File: config.mk
export PLATFORM = sky130hd
export DESIGN_NAME = pin_attempt_lockout_core
export DESIGN_NICKNAME = d
export VERILOG_FILES = /design/src/pal_pkg.sv /design/src/pal_ctrl.sv /design/src/pal_datapath.sv /design/src/pin_attempt_lockout_core.sv
export SDC_FILE = /design/constraint.sdc
export NUM_CORES = 1
export LEC_CHECK = 0
export BUFFER_PORTS_ARGS = -buffer_cell sky130_fd_sc_hd__buf_2
export CORE_ASPECT_RATIO = 0.7
export CORE_UTILIZATION = 50
export DETAILED_ROUTE_END_ITERATION = 10
export GPL_TIMING_DRIVEN = 0
export PLACE_DENSITY = 0.73
export SLEW_MARGIN = 25
export SYNTH_ARGS = -nofsm -noshare
export SYNTH_HDL_FRONTEND = slang
export SYNTH_HIERARCHICAL = 1
export SYNTH_SLANG_ARGS = --single-unit
File: constraint.sdc
create_clock -name clk -period 6 [get_ports clk]
set_clock_uncertainty 0.05 [all_clocks]
set_input_delay 0.9 -clock clk [delete_from_list [all_inputs] [get_ports clk]]
set_output_delay 0.9 -clock clk [all_outputs]
set_load 0.02 [all_outputs]
File: src/pal_pkg.sv
// Shared types and constants for the PIN attempt lockout block.
// Used by pal_ctrl, pal_datapath and pin_attempt_lockout_core; depends on nothing.
package pal_pkg;

    localparam int FAIL_SLOTS = 32;
    localparam int SLOT_W     = (FAIL_SLOTS > 1) ? $clog2(FAIL_SLOTS) : 1;

    localparam int PIN_W      = 32;
    localparam int KEY_W      = 16;
    localparam int WAIT_W     = 30;
    localparam int LIMIT_W    = 5;

    localparam logic [PIN_W-1:0]   ALL_ONES      = '1;
    localparam logic [WAIT_W-1:0]  WAIT_MAX      = '1;
    localparam logic [LIMIT_W-1:0] LIMIT_RESET   = 5'd15;
    localparam logic [PIN_W-1:0]   DEFAULT_PIN   = 32'h0000_0001;

    typedef enum logic [2:0] {
        OP_INIT   = 3'd0,
        OP_UNLOCK = 3'd1,
        OP_CHANGE = 3'd2,
        OP_TICK   = 3'd3,
        OP_KEY    = 3'd4
    } op_t;

    typedef enum logic [2:0] {
        ST_OK        = 3'd0,
        ST_DENIED    = 3'd1,
        ST_WAITING   = 3'd2,
        ST_NOT_READY = 3'd3,
        ST_HALTED    = 3'd4,
        ST_IDLE_TICK = 3'd5
    } status_t;

    typedef enum logic [1:0] {
        PEND_NONE   = 2'd0,
        PEND_UNLOCK = 2'd1,
        PEND_CHANGE = 2'd2
    } pend_t;

    // Commands from the controller to the datapath.
    typedef struct packed {
        logic capture;   // load the input request registers
        logic execute;   // apply the request and load the result registers
    } pal_cmd_t;

endpackage

File: src/pal_ctrl.sv
// Request sequencer for the PIN attempt lockout block.
// Depends on pal_pkg; drives the handshakes and commands the datapath.
module pal_ctrl (
    input  logic              clk,
    input  logic              rst_n,
    input  logic              in_valid,
    output logic              in_stall,
    output logic              out_valid,
    input  logic              out_stall,
    output pal_pkg::pal_cmd_t cmd
);
    import pal_pkg::*;

    typedef enum logic [1:0] {
        S_IDLE = 2'b01,
        S_EXEC = 2'b10
    } state_t;

    state_t state_reg, state_next;
    logic   out_valid_reg, out_valid_next;
    logic   out_free;

    assign out_free    = !out_valid_reg || !out_stall;
    assign in_stall    = (state_reg != S_IDLE);
    assign out_valid   = out_valid_reg;
    assign cmd.capture = (state_reg == S_IDLE) && in_valid;
    assign cmd.execute = (state_reg == S_EXEC) && out_free;

    always_comb
    begin
        state_next = state_reg;
        case (state_reg)
            S_IDLE:
            begin
                if (in_valid)
                begin
                    state_next = S_EXEC;
                end
            end
            S_EXEC:
            begin
                if (out_free)
                begin
                    state_next = S_IDLE;
                end
            end
            default:
            begin
                state_next = S_IDLE;
            end
        endcase
    end

    always_comb
    begin
        out_valid_next = out_valid_reg;
        if (cmd.execute)
        begin
            out_valid_next = 1'b1;
        end
        else if (out_valid_reg && !out_stall)
        begin
            out_valid_next = 1'b0;
        end
    end

    always_ff @(posedge clk or negedge rst_n)
    begin
        if (!rst_n)
        begin
            state_reg     <= S_IDLE;
            out_valid_reg <= 1'b0;
        end
        else
        begin
            state_reg     <= state_next;
            out_valid_reg <= out_valid_next;
        end
    end

    // A captured request is executed next, never dropped.
    a_capture_then_exec: assert property (@(posedge clk) disable iff (!rst_n)
        cmd.capture |=> (state_reg == S_EXEC))
        else $error("captured request did not move to execute");

    // Executing a request always presents a result on the next cycle.
    a_exec_gives_result: assert property (@(posedge clk) disable iff (!rst_n)
        cmd.execute |=> out_valid_reg)
        else $error("executed request produced no result");

    // Only one request is in flight: no capture while executing.
    a_single_request: assert property (@(posedge clk) disable iff (!rst_n)
        !(cmd.capture && cmd.execute))
        else $error("capture and execute in the same cycle");

endmodule

File: src/pal_datapath.sv
// Datapath of the PIN attempt lockout block: request registers, guard state,
// failure word arithmetic and result registers. Depends on pal_pkg.
module pal_datapath (
    input  logic                          clk,
    input  logic                          rst_n,
    input  pal_pkg::pal_cmd_t             cmd,
    input  logic                          cfg_valid,
    input  logic [pal_pkg::LIMIT_W-1:0]   cfg_data,
    input  logic [2:0]                    op,
    input  logic [pal_pkg::PIN_W-1:0]     pin,
    input  logic [pal_pkg::PIN_W-1:0]     new_pin,
    input  logic [pal_pkg::KEY_W-1:0]     key,
    output logic [2:0]                    status,
    output logic [pal_pkg::WAIT_W-1:0]    wait_left,
    output logic [pal_pkg::WAIT_W-1:0]    wait_total,
    output logic                          is_unlocked,
    output logic                          has_pin
);
    import pal_pkg::*;

    // Request registers (payload, no reset).
    logic [2:0]       op_reg;
    logic [PIN_W-1:0] pin_reg;
    logic [PIN_W-1:0] new_pin_reg;
    logic [KEY_W-1:0] key_reg;

    // Guard state.
    logic [LIMIT_W-1:0] fail_limit_reg;
    logic               ready_reg, ready_next;
    logic               open_reg, open_next;
    logic               halted_reg, halted_next;
    logic               present_reg, present_next;
    logic [PIN_W-1:0]   stored_pin_reg, stored_pin_next;
    logic [PIN_W-1:0]   fail_word_reg, fail_word_next;
    logic [SLOT_W-1:0]  fail_slot_reg, fail_slot_next;
    logic [WAIT_W-1:0]  wait_count_reg, wait_count_next;
    pend_t              pend_reg, pend_next;
    logic [PIN_W-1:0]   pend_pin_reg, pend_pin_next;
    logic [PIN_W-1:0]   pend_npin_reg, pend_npin_next;

    // Result registers.
    logic [2:0]        status_reg;
    logic [WAIT_W-1:0] wait_left_reg;
    logic [WAIT_W-1:0] wait_total_reg;
    logic              unlocked_reg;
    logic              has_pin_reg;

    // Failure word arithmetic.
    logic [PIN_W-1:0]  inv_word;
    logic [PIN_W-1:0]  shifted_word;
    logic [PIN_W-1:0]  limit_val;
    logic              over_now;
    logic              over_shifted;
    logic [WAIT_W-1:0] wait_now;
    logic [WAIT_W-1:0] wait_dec;

    // Attempt evaluation.
    status_t           st;
    logic [WAIT_W-1:0] wl;
    logic [WAIT_W-1:0] wt;
    logic              do_start;
    logic              do_check;
    logic              do_wipe;
    pend_t             kind;
    logic [PIN_W-1:0]  chk_pin;
    logic [PIN_W-1:0]  chk_npin;
    logic              match;

    assign inv_word     = ~fail_word_reg;
    assign shifted_word = {fail_word_reg[PIN_W-2:0], 1'b0};
    assign limit_val    = PIN_W'(1) << fail_limit_reg;
    assign over_now     = inv_word >= limit_val;
    assign over_shifted = ~shifted_word >= limit_val;
    assign wait_now     = (|inv_word[PIN_W-1:WAIT_W]) ? WAIT_MAX : inv_word[WAIT_W-1:0];
    assign wait_dec     = wait_count_reg - WAIT_W'(1);

    // A tick that ends the wait checks the held request, otherwise the fresh one.
    assign chk_pin  = (op_reg == OP_TICK) ? pend_pin_reg  : pin_reg;
    assign chk_npin = (op_reg == OP_TICK) ? pend_npin_reg : new_pin_reg;
    assign match    = present_reg ? (chk_pin == stored_pin_reg) : (chk_pin == DEFAULT_PIN);

    always_comb
    begin
        ready_next      = ready_reg;
        open_next       = open_reg;
        halted_next     = halted_reg;
        present_next    = present_reg;
        stored_pin_next = stored_pin_reg;
        fail_word_next  = fail_word_reg;
        fail_slot_next  = fail_slot_reg;
        wait_count_next = wait_count_reg;
        pend_next       = pend_reg;
        pend_pin_next   = pend_pin_reg;
        pend_npin_next  = pend_npin_reg;
        st              = ST_NOT_READY;
        wl              = '0;
        wt              = '0;
        do_start        = 1'b0;
        do_check        = 1'b0;
        do_wipe         = 1'b0;
        kind            = PEND_NONE;

        if (op_reg == OP_INIT)
        begin
            ready_next      = 1'b1;
            open_next       = 1'b0;
            halted_next     = 1'b0;
            pend_next       = PEND_NONE;
            wait_count_next = '0;
            st              = ST_OK;
        end
        else if (halted_reg)
        begin
            st = ST_HALTED;
        end
        else if ((op_reg == OP_UNLOCK || op_reg == OP_CHANGE) && pend_reg != PEND_NONE)
        begin
            // A new attempt while one is waiting is refused.
            st = ST_WAITING;
            wl = wait_count_reg;
            wt = wait_now;
        end
        else
        begin
            case (op_reg)
                OP_UNLOCK:
                begin
                    open_next = 1'b0;
                    if (ready_reg)
                    begin
                        do_start = 1'b1;
                        kind     = PEND_UNLOCK;
                    end
                end
                OP_CHANGE:
                begin
                    if (ready_reg && open_reg)
                    begin
                        do_start = 1'b1;
                        kind     = PEND_CHANGE;
                    end
                end
                OP_TICK:
                begin
                    if (pend_reg == PEND_NONE)
                    begin
                        st = ST_IDLE_TICK;
                    end
                    else
                    begin
                        wait_count_next = wait_dec;
                        if (wait_dec == '0)
                        begin
                            kind      = pend_reg;
                            pend_next = PEND_NONE;
                            do_check  = 1'b1;
                        end
                        else
                        begin
                            st = ST_WAITING;
                            wl = wait_dec;
                            wt = wait_now;
                        end
                    end
                end
                OP_KEY:
                begin
                    st = (ready_reg && open_reg && (|key_reg[KEY_W-1:8])) ? ST_OK : ST_DENIED;
                end
                default:
                begin
                    st = ST_NOT_READY;
                end
            endcase
        end

        // Starting an attempt: wipe at the limit, check at once with no backoff,
        // otherwise hold the request until the backoff runs out.
        if (do_start)
        begin
            if (over_now)
            begin
                do_wipe = 1'b1;
            end
            else if (inv_word == '0)
            begin
                do_check = 1'b1;
            end
            else
            begin
                pend_next       = kind;
                pend_pin_next   = pin_reg;
                pend_npin_next  = new_pin_reg;
                wait_count_next = wait_now;
                st              = ST_WAITING;
                wl              = wait_now;
                wt              = wait_now;
            end
        end

        // The failure is counted before the compare, and erased on a match.
        if (do_check)
        begin
            fail_word_next = shifted_word;
            if (!match)
            begin
                if (over_shifted)
                begin
                    do_wipe = 1'b1;
                end
                else
                begin
                    st = ST_DENIED;
                end
            end
            else
            begin
                fail_word_next = ALL_ONES;
                fail_slot_next = (fail_slot_reg == SLOT_W'(FAIL_SLOTS - 1))
                               ? '0 : fail_slot_reg + SLOT_W'(1);
                if (kind == PEND_UNLOCK)
                begin
                    open_next = 1'b1;
                end
                else
                begin
                    stored_pin_next = chk_npin;
                    present_next    = 1'b1;
                end
                st = ST_OK;
            end
        end

        if (do_wipe)
        begin
            present_next    = 1'b0;
            stored_pin_next = '0;
            fail_word_next  = ALL_ONES;
            fail_slot_next  = '0;
            open_next       = 1'b0;
            pend_next       = PEND_NONE;
            wait_count_next = '0;
            halted_next     = 1'b1;
            st              = ST_HALTED;
        end
    end

    always_ff @(posedge clk)
    begin
        if (cmd.capture)
        begin
            op_reg      <= op;
            pin_reg     <= pin;
            new_pin_reg <= new_pin;
            key_reg     <= key;
        end
        if (cmd.execute)
        begin
            status_reg     <= st;
            wait_left_reg  <= wl;
            wait_total_reg <= wt;
            unlocked_reg   <= open_next;
            has_pin_reg    <= present_next && ready_next;
        end
    end

    always_ff @(posedge clk or negedge rst_n)
    begin
        if (!rst_n)
        begin
            fail_limit_reg <= LIMIT_RESET;
            ready_reg      <= 1'b0;
            open_reg       <= 1'b0;
            halted_reg     <= 1'b0;
            present_reg    <= 1'b0;
            stored_pin_reg <= '0;
            fail_word_reg  <= ALL_ONES;
            fail_slot_reg  <= '0;
            wait_count_reg <= '0;
            pend_reg       <= PEND_NONE;
            pend_pin_reg   <= '0;
            pend_npin_reg  <= '0;
        end
        else
        begin
            if (cfg_valid)
            begin
                fail_limit_reg <= cfg_data;
            end
            if (cmd.execute)
            begin
                ready_reg      <= ready_next;
                open_reg       <= open_next;
                halted_reg     <= halted_next;
                present_reg    <= present_next;
                stored_pin_reg <= stored_pin_next;
                fail_word_reg  <= fail_word_next;
                fail_slot_reg  <= fail_slot_next;
                wait_count_reg <= wait_count_next;
                pend_reg       <= pend_next;
                pend_pin_reg   <= pend_pin_next;
                pend_npin_reg  <= pend_npin_next;
            end
        end
    end

    assign status      = status_reg;
    assign wait_left   = wait_left_reg;
    assign wait_total  = wait_total_reg;
    assign is_unlocked = unlocked_reg;
    assign has_pin     = has_pin_reg;

    // The failure word only ever loses ones from the bottom.
    a_fail_word_shape: assert property (@(posedge clk) disable iff (!rst_n)
        (inv_word & (inv_word + PIN_W'(1))) == '0)
        else $error("failure word is not a run of cleared low bits");

    // A waiting attempt always has backoff time left.
    a_pending_has_wait: assert property (@(posedge clk) disable iff (!rst_n)
        (pend_reg != PEND_NONE) |-> (wait_count_reg != '0))
        else $error("attempt pending with zero backoff");

    // A wiped block holds nothing pending and is locked.
    a_halted_clean: assert property (@(posedge clk) disable iff (!rst_n)
        halted_reg |-> (pend_reg == PEND_NONE && !open_reg))
        else $error("halted block is unlocked or has a pending attempt");

endmodule

File: src/pin_attempt_lockout_core.sv
// PIN attempt lockout with exponential backoff and wipe: top level.
// Depends on pal_pkg, pal_ctrl and pal_datapath.
//
// This block guards a stored PIN. Each request carries an op (init, unlock
// attempt, change PIN, one-second tick, key access check) and gets exactly one
// result. Failures are counted in a word that starts at all ones and loses one
// low bit per failure; before every attempt the caller must deliver as many
// tick requests as the inverted word holds, and each tick reports the seconds
// left. The PIN is compared only when the wait is over, and the failure is
// counted before the compare, so cutting power mid-check gains nothing. With no
// PIN stored, the PIN value 1 is accepted. When the inverted failure word
// reaches 2 to the power fail_limit, the stored PIN and counters are wiped and
// every request but init answers "halted". The single configuration register,
// fail_limit, is written through the cfg channel, which is always ready; write
// it only while no request is in flight. Each request is first captured in the
// input register, and then the datapath applies it to the guard state and
// loads the output register. A result that is held off by out_stall does not
// block the next request from being captured, but that request waits in the
// execute step until the output register frees up. There is no clearing pass
// after reset.
module pin_attempt_lockout_core (
    input  logic                          clk,
    input  logic                          rst_n,
    input  logic                          in_valid,
    output logic                          in_stall,
    input  logic [2:0]                    op,
    input  logic [pal_pkg::PIN_W-1:0]     pin,
    input  logic [pal_pkg::PIN_W-1:0]     new_pin,
    input  logic [pal_pkg::KEY_W-1:0]     key,
    output logic                          out_valid,
    input  logic                          out_stall,
    output logic [2:0]                    status,
    output logic [pal_pkg::WAIT_W-1:0]    wait_left,
    output logic [pal_pkg::WAIT_W-1:0]    wait_total,
    output logic                          is_unlocked,
    output logic                          has_pin,
    input  logic                          cfg_valid,
    output logic                          cfg_ready,
    input  logic [pal_pkg::LIMIT_W-1:0]   cfg_data
);
    import pal_pkg::*;

    pal_cmd_t cmd;

    // The register write never has to wait.
    assign cfg_ready = 1'b1;

    // The controller sequences capture and execute and owns the result valid.
    pal_ctrl u_ctrl (
        .clk       (clk),
        .rst_n     (rst_n),
        .in_valid  (in_valid),
        .in_stall  (in_stall),
        .out_valid (out_valid),
        .out_stall (out_stall),
        .cmd       (cmd)
    );

    // The datapath holds the guard state and the result fields.
    pal_datapath u_datapath (
        .clk         (clk),
        .rst_n       (rst_n),
        .cmd         (cmd),
        .cfg_valid   (cfg_valid),
        .cfg_data    (cfg_data),
        .op          (op),
        .pin         (pin),
        .new_pin     (new_pin),
        .key         (key),
        .status      (status),
        .wait_left   (wait_left),
        .wait_total  (wait_total),
        .is_unlocked (is_unlocked),
        .has_pin     (has_pin)
    );

endmodule
==> results_dict.tcl <==
set metrics [dict create \
    status "completed" \
    ios 161 \
    synth_nets 1790 \
    synthArstFlopShare_pct 55.1 \
    yosysMostFrequentCell "nand2_1" \
    fin_cells 2281 \
    vias 14200 \
    criticalPathCategory "reg -> reg" \
    r2r_end "u_datapath/pend_npin_reg[31]$_DFFE_PN0P_" \
    path_max_fanout 10 \
    antenna_left 0 \
    via_per_inst 6.24 \
    cts-root-buf "clkbuf_16" \
    die_y_um 157 \
    setup_ws_ns 0.594 \
    clkTransAtPathRegs_ns 0.07 \
    cts_buffers 31 \
    ff2ff_setup_slack_ns 0.59 \
    initial_core_util_pct 51.1 \
    nFillCells 2862 \
    hold_viol 0 \
    arrival_ns 5.87 \
    max_slew.worst_pin.slew_ns 1.05 \
    rr_worst_depth 14 \
    worst_ep_required_time_ns 6.46 \
    p_comb_share_pct 22.6 \
    report.final.setup_viol 0 \
    netlist_instances 1632 \
    ctsResizeCount 0 \
    yosysWarnings 6 \
    hold_slack_ns 0.0981 \
    yosysSeqAreaShare_pct 49.8 \
    avgSynthCellArea_sq_um 10.5 \
    cts.path.max_buffers 3 \
    cts_tree "yes" \
    first_pass_iters 6 \
    place_area_sq_mm 0.0186 \
    holdBufCountCts 0 \
    grt_pass1_wl_um 77600 \
    internal_power_mw 4.07 \
    fin_area_sq_mm 0.0196 \
    clkPwrFrac_pct 31.6 \
    grt_max_degree 81 \
    core_region_area_sq_mm 0.0336 \
    overflow 0 \
    cts.sinks 312 \
    routed_wl_um 51200 \
    drc 0 \
    cp-end-kind "flip-flop" \
    ys_ff_latch 312 \
    vdd_drop_max_mv 0.214 \
    yosysTopAreaCell "edfxtp_1" \
    synth_edf_count 140 \
    seq_area_sq_mm 0.00855 \
    startpoint_type "flip-flop" \
    seqPwrFrac_pct 45.8 \
    synthTopCellsByCount "233 x nand2_1, 140 x edfxtp_1, 135 x dfrtp_1" \
    hold_path_class "in -> async" \
    drv_slew 0 \
    ys_types 96 \
    antenna_found_initial 2 \
    layout.nets 1979 \
    dr.first_iter.drc_count 1689 \
    syn_to_final_growth_pct 14.1 \
    power.switching_mw 1.84 \
    portBuffers 151 \
    htreeDepth 1 \
    routed_wire_length_per_instance_um 22.4 \
    cap_violations 0 \
    p_leak_nw 8.02 \
    fmax_ghz 0.185 \
    gp_congestion 1.01 \
    multiInputGateArea_sq_mm 0.00794 \
    netlist_area_sq_mm 0.0172 \
    die-area_sq_mm 0.0351 \
    drive_gt1_share_pct 19.9 \
    dp_slack_ns 0.661 \
    slew_headroom_pct 29.7 \
    yosys-top-cells-area "edfxtp_1 24%, dfrtp_1 20%, dfstp_2 5.7%, nand2_1 5.1%, ha_1 4.7%" \
    fin_crit_ns 5.41 \
    grt_setup_unrepaired "no" \
    rows 56 \
    synthFlopType "edfxtp_1" \
    power_density_mw_per_mm2 302 \
    die_w_um 224 \
    insertion_delay_ns 0.58 \
    synth_top_cell_area_share_pct 24.5 \
    min_period_over_period_pct 90.1 \
    grt_usage_pct 28.8 \
    grt_pass1_vias 13500 \
    cts_setup_buffers 0 \
    swShare_pct 31.2 \
    setup_tns_ns 0 \
    dp.cells 2223 \
    r2r-start "u_datapath/fail_limit_reg[0]$_DFFE_PN1P_" \
    post-dp-hpwl_um 37500 \
]
-- metal layers --
metal  GRT usage [%]  wire, um
met4            7.27      1130
met1            43.6     23500
met5               0         8
met2            40.3     20900
met3            7.52      5690
-- area by class of cell --
cell class / instances / area share (%)
flip-flops and latches: 312 / 43.7
well taps: 435 / 2.78
diodes: 1 / 0.0128
inverters: 57 / 1.09
plain buffers: 101 / 2.48
clock buffers: 40 / 4.18
multi-input cells: 1162 / 40.5
repair buffers: 156 / 4.57
clock inverters: 17 / 0.702
-- worst max-delay path, stage by stage (launching register included) --
cell	delay, ns
dfstp_2	0.59
nor3b_1	0.54
nand2_1	0.19
ha_1	0.32
a21oi_1	0.12
o21ai_0	0.14
a221o_1	0.40
a2111o_1	0.49
o21ba_2	0.28
nand3b_1	0.21
nor2_1	0.67
clkbuf_1	0.66
clkbuf_1	0.47
nand2_1	0.12
nand2_1	0.10
-- how the worst max path moves through the flow --
stage	slack [ns]	to	from	depth (start not counted)
after floorplan	1.33	u_datapath/key_reg[10]$_DFFE_PP_	in_valid	2
after global placement	-0.16	u_datapath/new_pin_reg[29]$_DFFE_PP_	in_valid	3
after detailed placement	0.66	u_datapath/pend_npin_reg[23]$_DFFE_PN0P_	u_datapath/fail_limit_reg[0]$_DFFE_PN1P_	14
after CTS	0.62	u_datapath/pend_npin_reg[31]$_DFFE_PN0P_	u_datapath/fail_limit_reg[0]$_DFFE_PN1P_	14
after global routing	0.26	u_datapath/pend_npin_reg[2]$_DFFE_PN0P_	u_datapath/fail_limit_reg[0]$_DFFE_PN1P_	14
final	0.59	u_datapath/pend_npin_reg[31]$_DFFE_PN0P_	u_datapath/fail_limit_reg[0]$_DFFE_PN1P_	14
-- kinds of logic after synthesis --
group	count (synthesis)	synth area share [%]
adders and majority gates	65	4.73
and+or+nand+nor	604	17.5
DFF	312	49.8
AOI/OAI and AO/OA	349	15.8
other	1	0.0218
buffers and inverters	158	4.07
muxes	85	5.19
xor gates and xnor gates	58	2.96
-- stage by stage --
step	power (mW)	util, %
2_1_floorplan	3.57	-
3_3_place_gp	3.95	54.9
3_5_place_dp	4.03	55.4
4_1_cts	5.91	58.2
5_1_grt	6.17	58.3
6_report	5.91	58.3
-- power groups by stage --
stage / logic, mW / registers (mW) / clock network, mW
after floorplan: 0.883 / 2.69 / 0
after global placement: 1.22 / 2.73 / 0
after detailed placement: 1.30 / 2.73 / 0
after CTS: 1.31 / 2.70 / 1.90
after global routing: 1.47 / 2.72 / 1.98
final: 1.34 / 2.71 / 1.87
-- cell usage in the layout (no fill, tap or decap), drive strengths merged, types with 9 or more instances in the layout --
cell	count
xor2	18
ha	65
o31ai	28
nor3b	16
o22ai	42
o2bb2ai	33
dfstp	37
nand4	27
nand2	233
mux2i	52
o21ai	36
nand3	32
dfrtp	135
a2bb2oi	9
or3	9
nor4	26
nor2	110
a22o	17
buf	190
a21o	12
xnor2	40
or2	10
nor2b	13
nand2b	11
a21oi	63
mux2	33
edfxtp	140
clkbuf	107
clkinv	14
inv	55
o211ai	27
nor3	72
Note: power is estimated with default switching activity, not from simulation.
